File: src/design/lph_pkg.sv
`timescale 1ns / 1ps
package lph_pkg;

  localparam int KEY_BITS      = 31;
  localparam int CNT_W         = 13;
  localparam int STAT_W        = 3;
  localparam int KIND_W        = 2;
  localparam int EK_W          = 12;
  localparam int ML_W          = 8;
  localparam int DEF_MAX_SLOTS = 4096;

  localparam logic [EK_W-1:0] EK_RESET = 12'd100;
  localparam logic [ML_W-1:0] ML_RESET = 8'd128;

  // register index is paddr[2]
  localparam logic REG_EXPECTED_KEYS = 1'b0;
  localparam logic REG_MAX_LOAD      = 1'b1;

  localparam logic [KIND_W-1:0] KIND_INSERT = 2'd0;
  localparam logic [KIND_W-1:0] KIND_LOOKUP = 2'd1;
  localparam logic [KIND_W-1:0] KIND_CLEAR  = 2'd2;

  localparam logic [STAT_W-1:0] ST_INSERTED  = 3'd0;
  localparam logic [STAT_W-1:0] ST_PRESENT   = 3'd1;
  localparam logic [STAT_W-1:0] ST_FULL      = 3'd2;
  localparam logic [STAT_W-1:0] ST_FOUND     = 3'd3;
  localparam logic [STAT_W-1:0] ST_NOT_FOUND = 3'd4;

  typedef enum logic [4:0] {
    OP_NONE, OP_TAKE, OP_PKEY_KEY, OP_PKEY_SCR, OP_DIV_WANT, OP_DIV_TRIAL, OP_DIV_HASH,
    OP_SET_CAND_Q, OP_SET_CAND_GROW, OP_SET_CAND_MAX, OP_CAND_INC, OP_CAND_DEC,
    OP_D_INIT, OP_D_INC, OP_CLR_INIT, OP_I_ZERO, OP_I_INC, OP_ZERO_SLOT, OP_COPY_RD,
    OP_COPY_WR, OP_GROW_TS, OP_SCR_RD, OP_PR_INIT, OP_PR_RD, OP_PR_NEXT, OP_PR_HIT,
    OP_PR_MISS, OP_INSERT, OP_REINS_PUT, OP_RESULT
  } op_t;

  typedef enum logic [4:0] {
    S_BOOT, S_IDLE, S_DISPATCH, S_WANT_START, S_WANT_WAIT, S_PS_CHECK, S_PS_TEST,
    S_PS_WAIT, S_PS_FOUND, S_PS_FAIL, S_CLR_INIT, S_CLR_SWEEP, S_PROBE_START,
    S_PROBE_WAIT, S_PROBE_RD, S_PROBE_CMP, S_PROBE_RET, S_INS_CHECK, S_INS_FINAL,
    S_COPY_RD, S_COPY_WR, S_GROW_TS, S_ZERO_SWEEP, S_REINS_RD, S_REINS_CHK,
    S_REINS_PUT, S_RESULT
  } state_t;

  typedef enum logic [1:0] {
    PRB_INSERT, PRB_LOOKUP, PRB_REHASH, PRB_REGROW
  } pret_t;

  typedef enum logic [1:0] {
    SRCH_CLEAR, SRCH_DOWN, SRCH_GROW
  } sret_t;

  typedef struct packed {
    op_t               op;
    logic [STAT_W-1:0] status;
  } cmd_t;

  typedef struct packed {
    logic              in_valid;
    logic [KIND_W-1:0] kind;
    logic              key_zero;
    logic              div_done;
    logic              rem_zero;
    logic              d_sq_gt;
    logic              cand_gt_max;
    logic              cand_le2;
    logic              i_eq_ts;
    logic              i_eq_old;
    logic              cnt_eq_ts;
    logic              probe_stop;
    logic              found;
    logic              match;
    logic              need_grow;
    logic              sd_zero;
    logic              out_busy;
  } stat_t;

endpackage

File: src/design/lph_ctrl.sv
`timescale 1ns / 1ps
module lph_ctrl (
  input  logic           clk,
  input  logic           rst,
  input  lph_pkg::stat_t stat,
  output lph_pkg::cmd_t  cmd
);
  import lph_pkg::*;

  state_t            state, state_next;
  pret_t             pret, pret_next;
  sret_t             sret, sret_next;
  logic              resp, resp_next;
  logic [STAT_W-1:0] status_r, status_next;

  always_ff @(posedge clk) begin
    if (rst) begin
      state    <= S_BOOT;
      pret     <= PRB_INSERT;
      sret     <= SRCH_CLEAR;
      resp     <= 1'b0;
      status_r <= ST_INSERTED;
    end else begin
      state    <= state_next;
      pret     <= pret_next;
      sret     <= sret_next;
      resp     <= resp_next;
      status_r <= status_next;
    end
  end

  always_comb begin
    state_next  = state;
    pret_next   = pret;
    sret_next   = sret;
    resp_next   = resp;
    status_next = status_r;
    case (state)
      S_BOOT: begin
        resp_next  = 1'b0;
        state_next = S_WANT_START;
      end
      S_IDLE: begin
        if (stat.in_valid) begin
          resp_next  = 1'b1;
          state_next = S_DISPATCH;
        end
      end
      S_DISPATCH: begin
        case (stat.kind)
          KIND_INSERT: begin
            if (stat.key_zero) begin
              status_next = ST_PRESENT;
              state_next  = S_RESULT;
            end else begin
              pret_next  = PRB_INSERT;
              state_next = S_PROBE_START;
            end
          end
          KIND_LOOKUP: begin
            if (stat.key_zero) begin
              status_next = ST_NOT_FOUND;
              state_next  = S_RESULT;
            end else begin
              pret_next  = PRB_LOOKUP;
              state_next = S_PROBE_START;
            end
          end
          KIND_CLEAR: state_next = S_WANT_START;
          default: begin
            status_next = ST_NOT_FOUND;
            state_next  = S_RESULT;
          end
        endcase
      end
      S_WANT_START: state_next = S_WANT_WAIT;
      S_WANT_WAIT: begin
        if (stat.div_done) begin
          sret_next  = SRCH_CLEAR;
          state_next = S_PS_CHECK;
        end
      end
      S_PS_CHECK: begin
        if (sret == SRCH_DOWN) begin
          state_next = stat.cand_le2 ? S_PS_FOUND : S_PS_TEST;
        end else begin
          state_next = stat.cand_gt_max ? S_PS_FAIL : S_PS_TEST;
        end
      end
      S_PS_TEST: state_next = stat.d_sq_gt ? S_PS_FOUND : S_PS_WAIT;
      S_PS_WAIT: begin
        if (stat.div_done) begin
          state_next = stat.rem_zero ? S_PS_CHECK : S_PS_TEST;
        end
      end
      S_PS_FOUND: state_next = (sret == SRCH_GROW) ? S_COPY_RD : S_CLR_INIT;
      S_PS_FAIL: begin
        if (sret == SRCH_GROW) begin
          status_next = ST_FULL;
          state_next  = S_RESULT;
        end else begin
          sret_next  = SRCH_DOWN;
          state_next = S_PS_CHECK;
        end
      end
      S_CLR_INIT: begin
        status_next = (sret == SRCH_DOWN) ? ST_FULL : ST_INSERTED;
        state_next  = S_CLR_SWEEP;
      end
      S_CLR_SWEEP: begin
        if (stat.i_eq_ts) begin
          state_next = resp ? S_RESULT : S_IDLE;
        end
      end
      S_PROBE_START: state_next = S_PROBE_WAIT;
      S_PROBE_WAIT: begin
        if (stat.div_done) begin
          state_next = S_PROBE_RD;
        end
      end
      S_PROBE_RD: state_next = stat.cnt_eq_ts ? S_PROBE_RET : S_PROBE_CMP;
      S_PROBE_CMP: state_next = stat.probe_stop ? S_PROBE_RET : S_PROBE_RD;
      S_PROBE_RET: begin
        case (pret)
          PRB_INSERT: state_next = S_INS_CHECK;
          PRB_LOOKUP: begin
            status_next = (stat.found && stat.match) ? ST_FOUND : ST_NOT_FOUND;
            state_next  = S_RESULT;
          end
          PRB_REHASH: state_next = S_REINS_PUT;
          default:    state_next = S_INS_FINAL;
        endcase
      end
      S_INS_CHECK: begin
        if (stat.found && stat.match) begin
          status_next = ST_PRESENT;
          state_next  = S_RESULT;
        end else if (stat.need_grow) begin
          sret_next  = SRCH_GROW;
          state_next = S_PS_CHECK;
        end else begin
          state_next = S_INS_FINAL;
        end
      end
      S_INS_FINAL: begin
        status_next = stat.found ? ST_INSERTED : ST_FULL;
        state_next  = S_RESULT;
      end
      S_COPY_RD: state_next = stat.i_eq_ts ? S_GROW_TS : S_COPY_WR;
      S_COPY_WR: state_next = S_COPY_RD;
      S_GROW_TS: state_next = S_ZERO_SWEEP;
      S_ZERO_SWEEP: begin
        if (stat.i_eq_ts) begin
          state_next = S_REINS_RD;
        end
      end
      S_REINS_RD: begin
        if (stat.i_eq_old) begin
          pret_next  = PRB_REGROW;
          state_next = S_PROBE_START;
        end else begin
          state_next = S_REINS_CHK;
        end
      end
      S_REINS_CHK: begin
        if (stat.sd_zero) begin
          state_next = S_REINS_RD;
        end else begin
          pret_next  = PRB_REHASH;
          state_next = S_PROBE_START;
        end
      end
      S_REINS_PUT: state_next = S_REINS_RD;
      S_RESULT: begin
        if (!stat.out_busy) begin
          state_next = S_IDLE;
        end
      end
      default: state_next = S_IDLE;
    endcase
  end

  always_comb begin
    cmd.op     = OP_NONE;
    cmd.status = status_r;
    case (state)
      S_IDLE:        cmd.op = OP_TAKE;
      S_DISPATCH:    cmd.op = OP_PKEY_KEY;
      S_WANT_START:  cmd.op = OP_DIV_WANT;
      S_WANT_WAIT:   cmd.op = stat.div_done ? OP_SET_CAND_Q : OP_NONE;
      S_PS_CHECK: begin
        if (sret == SRCH_DOWN) begin
          cmd.op = stat.cand_le2 ? OP_NONE : OP_D_INIT;
        end else begin
          cmd.op = stat.cand_gt_max ? OP_NONE : OP_D_INIT;
        end
      end
      S_PS_TEST:     cmd.op = stat.d_sq_gt ? OP_NONE : OP_DIV_TRIAL;
      S_PS_WAIT: begin
        if (stat.div_done) begin
          if (!stat.rem_zero) begin
            cmd.op = OP_D_INC;
          end else begin
            cmd.op = (sret == SRCH_DOWN) ? OP_CAND_DEC : OP_CAND_INC;
          end
        end
      end
      S_PS_FOUND:    cmd.op = OP_I_ZERO;
      S_PS_FAIL:     cmd.op = (sret == SRCH_GROW) ? OP_NONE : OP_SET_CAND_MAX;
      S_CLR_INIT:    cmd.op = OP_CLR_INIT;
      S_CLR_SWEEP:   cmd.op = stat.i_eq_ts ? OP_NONE : OP_ZERO_SLOT;
      S_PROBE_START: cmd.op = OP_DIV_HASH;
      S_PROBE_WAIT:  cmd.op = stat.div_done ? OP_PR_INIT : OP_NONE;
      S_PROBE_RD:    cmd.op = stat.cnt_eq_ts ? OP_PR_MISS : OP_PR_RD;
      S_PROBE_CMP:   cmd.op = stat.probe_stop ? OP_PR_HIT : OP_PR_NEXT;
      S_INS_CHECK: begin
        if (!(stat.found && stat.match) && stat.need_grow) begin
          cmd.op = OP_SET_CAND_GROW;
        end
      end
      S_INS_FINAL:   cmd.op = stat.found ? OP_INSERT : OP_NONE;
      S_COPY_RD:     cmd.op = stat.i_eq_ts ? OP_NONE : OP_COPY_RD;
      S_COPY_WR:     cmd.op = OP_COPY_WR;
      S_GROW_TS:     cmd.op = OP_GROW_TS;
      S_ZERO_SWEEP:  cmd.op = stat.i_eq_ts ? OP_I_ZERO : OP_ZERO_SLOT;
      S_REINS_RD:    cmd.op = stat.i_eq_old ? OP_PKEY_KEY : OP_SCR_RD;
      S_REINS_CHK:   cmd.op = stat.sd_zero ? OP_I_INC : OP_PKEY_SCR;
      S_REINS_PUT:   cmd.op = OP_REINS_PUT;
      S_RESULT:      cmd.op = stat.out_busy ? OP_NONE : OP_RESULT;
      default:       cmd.op = OP_NONE;
    endcase
  end

endmodule

File: config.mk
export PLATFORM = sky130hd
export DESIGN_NAME = lph_ctrl
export DESIGN_NICKNAME = d
export VERILOG_FILES = /design/src/design/lph_pkg.sv /design/src/design/lph_ctrl.sv
export SDC_FILE = /design/constraint.sdc
export NUM_CORES = 1
export LEC_CHECK = 0
export ABC_AREA = 1
export BUFFER_PORTS_ARGS = -buffer_cell sky130_fd_sc_hd__buf_2
export CORE_UTILIZATION = 50
export DETAILED_ROUTE_END_ITERATION = 6
export GPL_TIMING_DRIVEN = 0
export PLACE_DENSITY_LB_ADDON = 0.2
export SYNTH_ARGS = -nofsm -noshare
export SYNTH_HDL_FRONTEND = slang
export SYNTH_SLANG_ARGS = --single-unit
File: constraint.sdc
create_clock -name clk -period 1.9 [get_ports clk]
set_input_delay 0.19 -clock clk [delete_from_list [all_inputs] [get_ports clk]]
set_output_delay 0.19 -clock clk [all_outputs]
set_load 0.05 [all_outputs]
Word level (Yosys, flattened, before mapping)
Index checks and enable logic that the tools add are counted.
Word-level totals
  input port bits: 20
  memories kept: 0
  bits in registers: 13
  bits in latches: 0
  memory bits (read-only): 0
  output and inout port bits: 8
  bits in writable memories: 0
  word-level logic and storage cells: 144
Cells by class
  shift operators: 0
  add/sub/neg operators: 0
  reductions and logical operators: 16
  equality and inequality tests: 53
  mux-type cells: 70
  divide/modulo/power cells: 0
  $mul: 0
  bitwise operators: 0
  magnitude comparators: 0
Operator list (number)
  case mux 5 bit (27 select lines): 1
  two-way mux 5 bit: 25
  case mux 5 bit (25 select lines): 1
  equality test 5 bit, second input constant: 11
  two-way mux 4 bit: 11
  equality test 5 x 4 -> 1 bit, second input constant: 8
  inequality test 2 bit, second input constant: 16
  two-way mux 3 bit: 9
  two-way mux 2 bit: 11
  equality test 5 x 3 -> 1 bit, second input constant: 4
  case mux 3 bit (6 select lines): 1
  AND reduction 7 bit: 2
  inequality test 3 bit, second input constant: 4
  case mux 2 bit (3 select lines): 2
  case mux 4 bit (3 select lines): 1
  equality test 5 x 2 -> 1 bit, second input constant: 2
  case mux 5 bit (2 select lines): 1
  case mux 3 bit (3 select lines): 1
  equality test 2 x 1 -> 1 bit, second input constant: 3
  equality test 2 bit, second input constant: 3
  AND reduction 6 bit: 1
  nonzero test 3 bit: 2
  nonzero test 6 bit: 1
  equality test 5 x 1 -> 1 bit, second input constant: 1
  other kinds (12): 17

Depth between registers and ports, before layout
  depth after elaboration: 5
  gate-level depth with buffers: 13
  depth with buffers taken out: 12

Worst setup path after synthesis
OpenSTA, ideal clock, no wires.
  path kind: register -> output
  from: reg state[4]
  to: out cmd[7] (netlist bit)
  arrival time: 1718 ps
  path slack: -8 ps
  cell stages (with the launch flop): 13
  path buffers: 2
  data required time: 1710 ps
  cells stage by stage: dfxtp_1 buf_4 inv_1 buf_4 nor2_1 nand2_1 inv_1 nand2_1 nand2_1 nor2_1 nand2_1 nor2_1 nand4_1
RTL lines
  start, declared: RTL line lph_ctrl.sv:10  | state_t state, state_next;
  start signal, assigned: RTL line lph_ctrl.sv:24  | state <= state_next;
  end, declared: RTL line lph_ctrl.sv:6  | output lph_pkg::cmd_t cmd

==> results.tsv <==
metric	value	unit
status	finished with violations	
failing checks	DRC, setup timing	
fin crit share	108	%
core area	3150	sq um
Crit Path Max Fanout	5	
# fillers	247	
via/cell ratio	6.07	
wire per inst	17.4	um
crit path cell chain	inv_1, nor2_4, nand3_1, o21ai_2, nor2_2, nand2_1, nor2_1, nand4_1, buf_6	
design area	2450	sq um
vias	2603	
Clock Skews	8.33	ps
max frequency	0.486	GHz
r2r startpoint	state[3]	
Netlist cell types	26	
R2R Path End	state[4]	
Worst path slowest cell	dfxtp_4	
initial antenna violation count	0	
Clock Root Buffer	clkbuf_4	
reg2reg path depth	10	
diodes inserted	0	
Total GRT Usage	47.1	%
RSZ-0062 raised after global routing	true	
CTS tree	done	
Congestion Overflow GR	0	
HP Class	input pin to flip-flop	
hold buffer count at cts	0	
clock latency on the worst-skew pair	290	ps
Data arrival, critical path	1870	ps
crit path from	state[2]	
Max Buffers Root-to-Sink	2	
Pwr per Cell Area	1500	nW/um^2
most frequent cells in the layout	nand2_1, nor2_1, inv_1	
worst path required time	1710	ps
Top delay family on crit path	simple AND/OR/NAND/NOR gates	
Max Cap Viol	0	
I/O pin total	28	
Placed Area	1890	sq um
critical path capture point type	output pin	
Hold Crit Depth	3	
total design power	0.00369	W
mapped cell area	1710	sq um
Worst-path clk slew	80	ps
DRT antenna net count	0	
Syn Area/Cell	5.12	sq um
final hold violation count	0	
crit path kind	flip-flop to output pin	
reg2reg setup slack	-10	ps
Period minus WS final	2060	ps
DRC	1	
largest net degree at the start of global routing	11	
Synth Warn #	0	
die height	60.4	um
number of buffers created by CTS	3	
# rows	20	
first-pass GRT wire length	12200	um
Startpoint Class	flip-flop	
commonest non-fill, non-tap cell in the layout	nand2_1	
crit-path max cell delay	420	ps
dpl hpwl	4810	um
NumNets Final	410	
Syn Inst Count	333	
setup violators final	6	
DRT iter0 DRCs	472	
LEAKAGE	1.38	nW
IO buf count	26	
Final Slew Violations	0	
P&R area growth vs syn	43.9	%
Clock Sinks	13	
Final Util	77.9	%
DRT Pass-1 Iters	7	
register area share after synthesis	15.3	%
Die Wd	60.4	um
final worst setup slack	-158	ps
Die ar.	3650	sq um
share of post-route cells with drive strength above 1	30.9	%
Max VDD drop	0.000816	V
Rel. slew slack	73.0	%
Buf/Inv on CP	2	
Worst-Margin Slew	405	ps
hold path endpoint	resp	
Mapped Nets	357	
via count of the first global-routing pass	2463	
synthesis-stage register bit count	13	
CTS H-Tree Depth	1	
Min Hold Slack	173	ps
setup TNS	-658	ps
min-delay src	stat[17]	
Initial Util	54.1	%
Final GP Congestion	1.01	
final wirelength	7490	um
[registers in the layout, summed over array words and instances, names as in the netlist]
| register | count |
|---|---|
| sret | 2 |
| state | 5 |
| resp | 1 |
| status_r | 3 |
| pret | 2 |
[how the worst max path moves through the flow]
stage,to,cells after the start,slack (ps)
2_1_floorplan,cmd[7],12,20
3_3_place_gp,cmd[6],9,-380
3_5_place_dp,cmd[6],9,-340
4_1_cts,cmd[6],10,-50
5_1_grt,cmd[4],7,-260
6_report,cmd[7],9,-160
[Yosys cell counts (all sizes together)]
library cell  count  area share [%]
a21oi            16             4.7
ha                4             2.9
o211ai            2            0.88
nand4            10             3.7
a31oi             2            0.73
nand2            93              20
o211a             1            0.59
nor4              2            0.73
nor2             69              16
clkbuf            1            0.22
nor3              5             1.8
inv              45             9.9
nand3            45              14
nand3b            3             1.3
a211oi            1            0.44
dfxtp            13              15
buf               5             1.7
and2              1            0.37
clkinv            1            0.22
o21ai            13             3.8
o21a              1            0.44
[routing by layer]
metal  GRT usage, %  part of all wire, %  vias up
met5              0                    0        -
li1               -                    -     1194
met3           24.5                   14       83
met2           69.7                   42      233
met4           32.2                  9.1        0
met1           52.1                   35     1093
[report_power, final]
part / leakage (nW) / total (W) / switching [W] / internal [W]
registers: 0.108 / 0.000471 / 0.0000887 / 0.000382
clock network: 0.0150 / 0.000188 / 0.000106 / 0.0000817
logic: 1.25 / 0.00303 / 0.00200 / 0.00103
[cell type report]
class / instances / area, sq um / area share, %
plain buffers: 6 / 62.6 / 2.55
well taps: 44 / 55.1 / 2.24
clock buffers: 4 / 26.3 / 1.07
multi-input cells: 268 / 1520 / 61.9
repair buffers: 48 / 340 / 13.9
inverters: 46 / 180 / 7.34
flip-flops and latches: 13 / 270 / 11.0
[tightest hold or removal path: stages]
cell	delay, ps
buf_2	100
nand2_1	50
a21oi_1	60
[logic make-up after synthesis]
family	after synthesis	synth area share, %
compound gates	36	11.6
simple gates	228	58.2
flops	13	15.3
buf+inv	52	12.0
fa+ha+maj	4	2.93
[metrics by stage]
step	worst slack, ps	cells
2_1_floorplan	16.0	333
3_3_place_gp	-378	403
3_5_place_dp	-336	403
4_1_cts	-48.6	428
5_1_grt	-263	429
6_report	-158	429
[timing repair]
item,in CTS,in global routing
resized for setup,95,10
hold endpoints to repair,0,0
pin swaps,17,3
endpoints found under the setup margin,10,15
setup buffers,20,1
gates cloned,1,0
(Power assumes the default switching activity.)
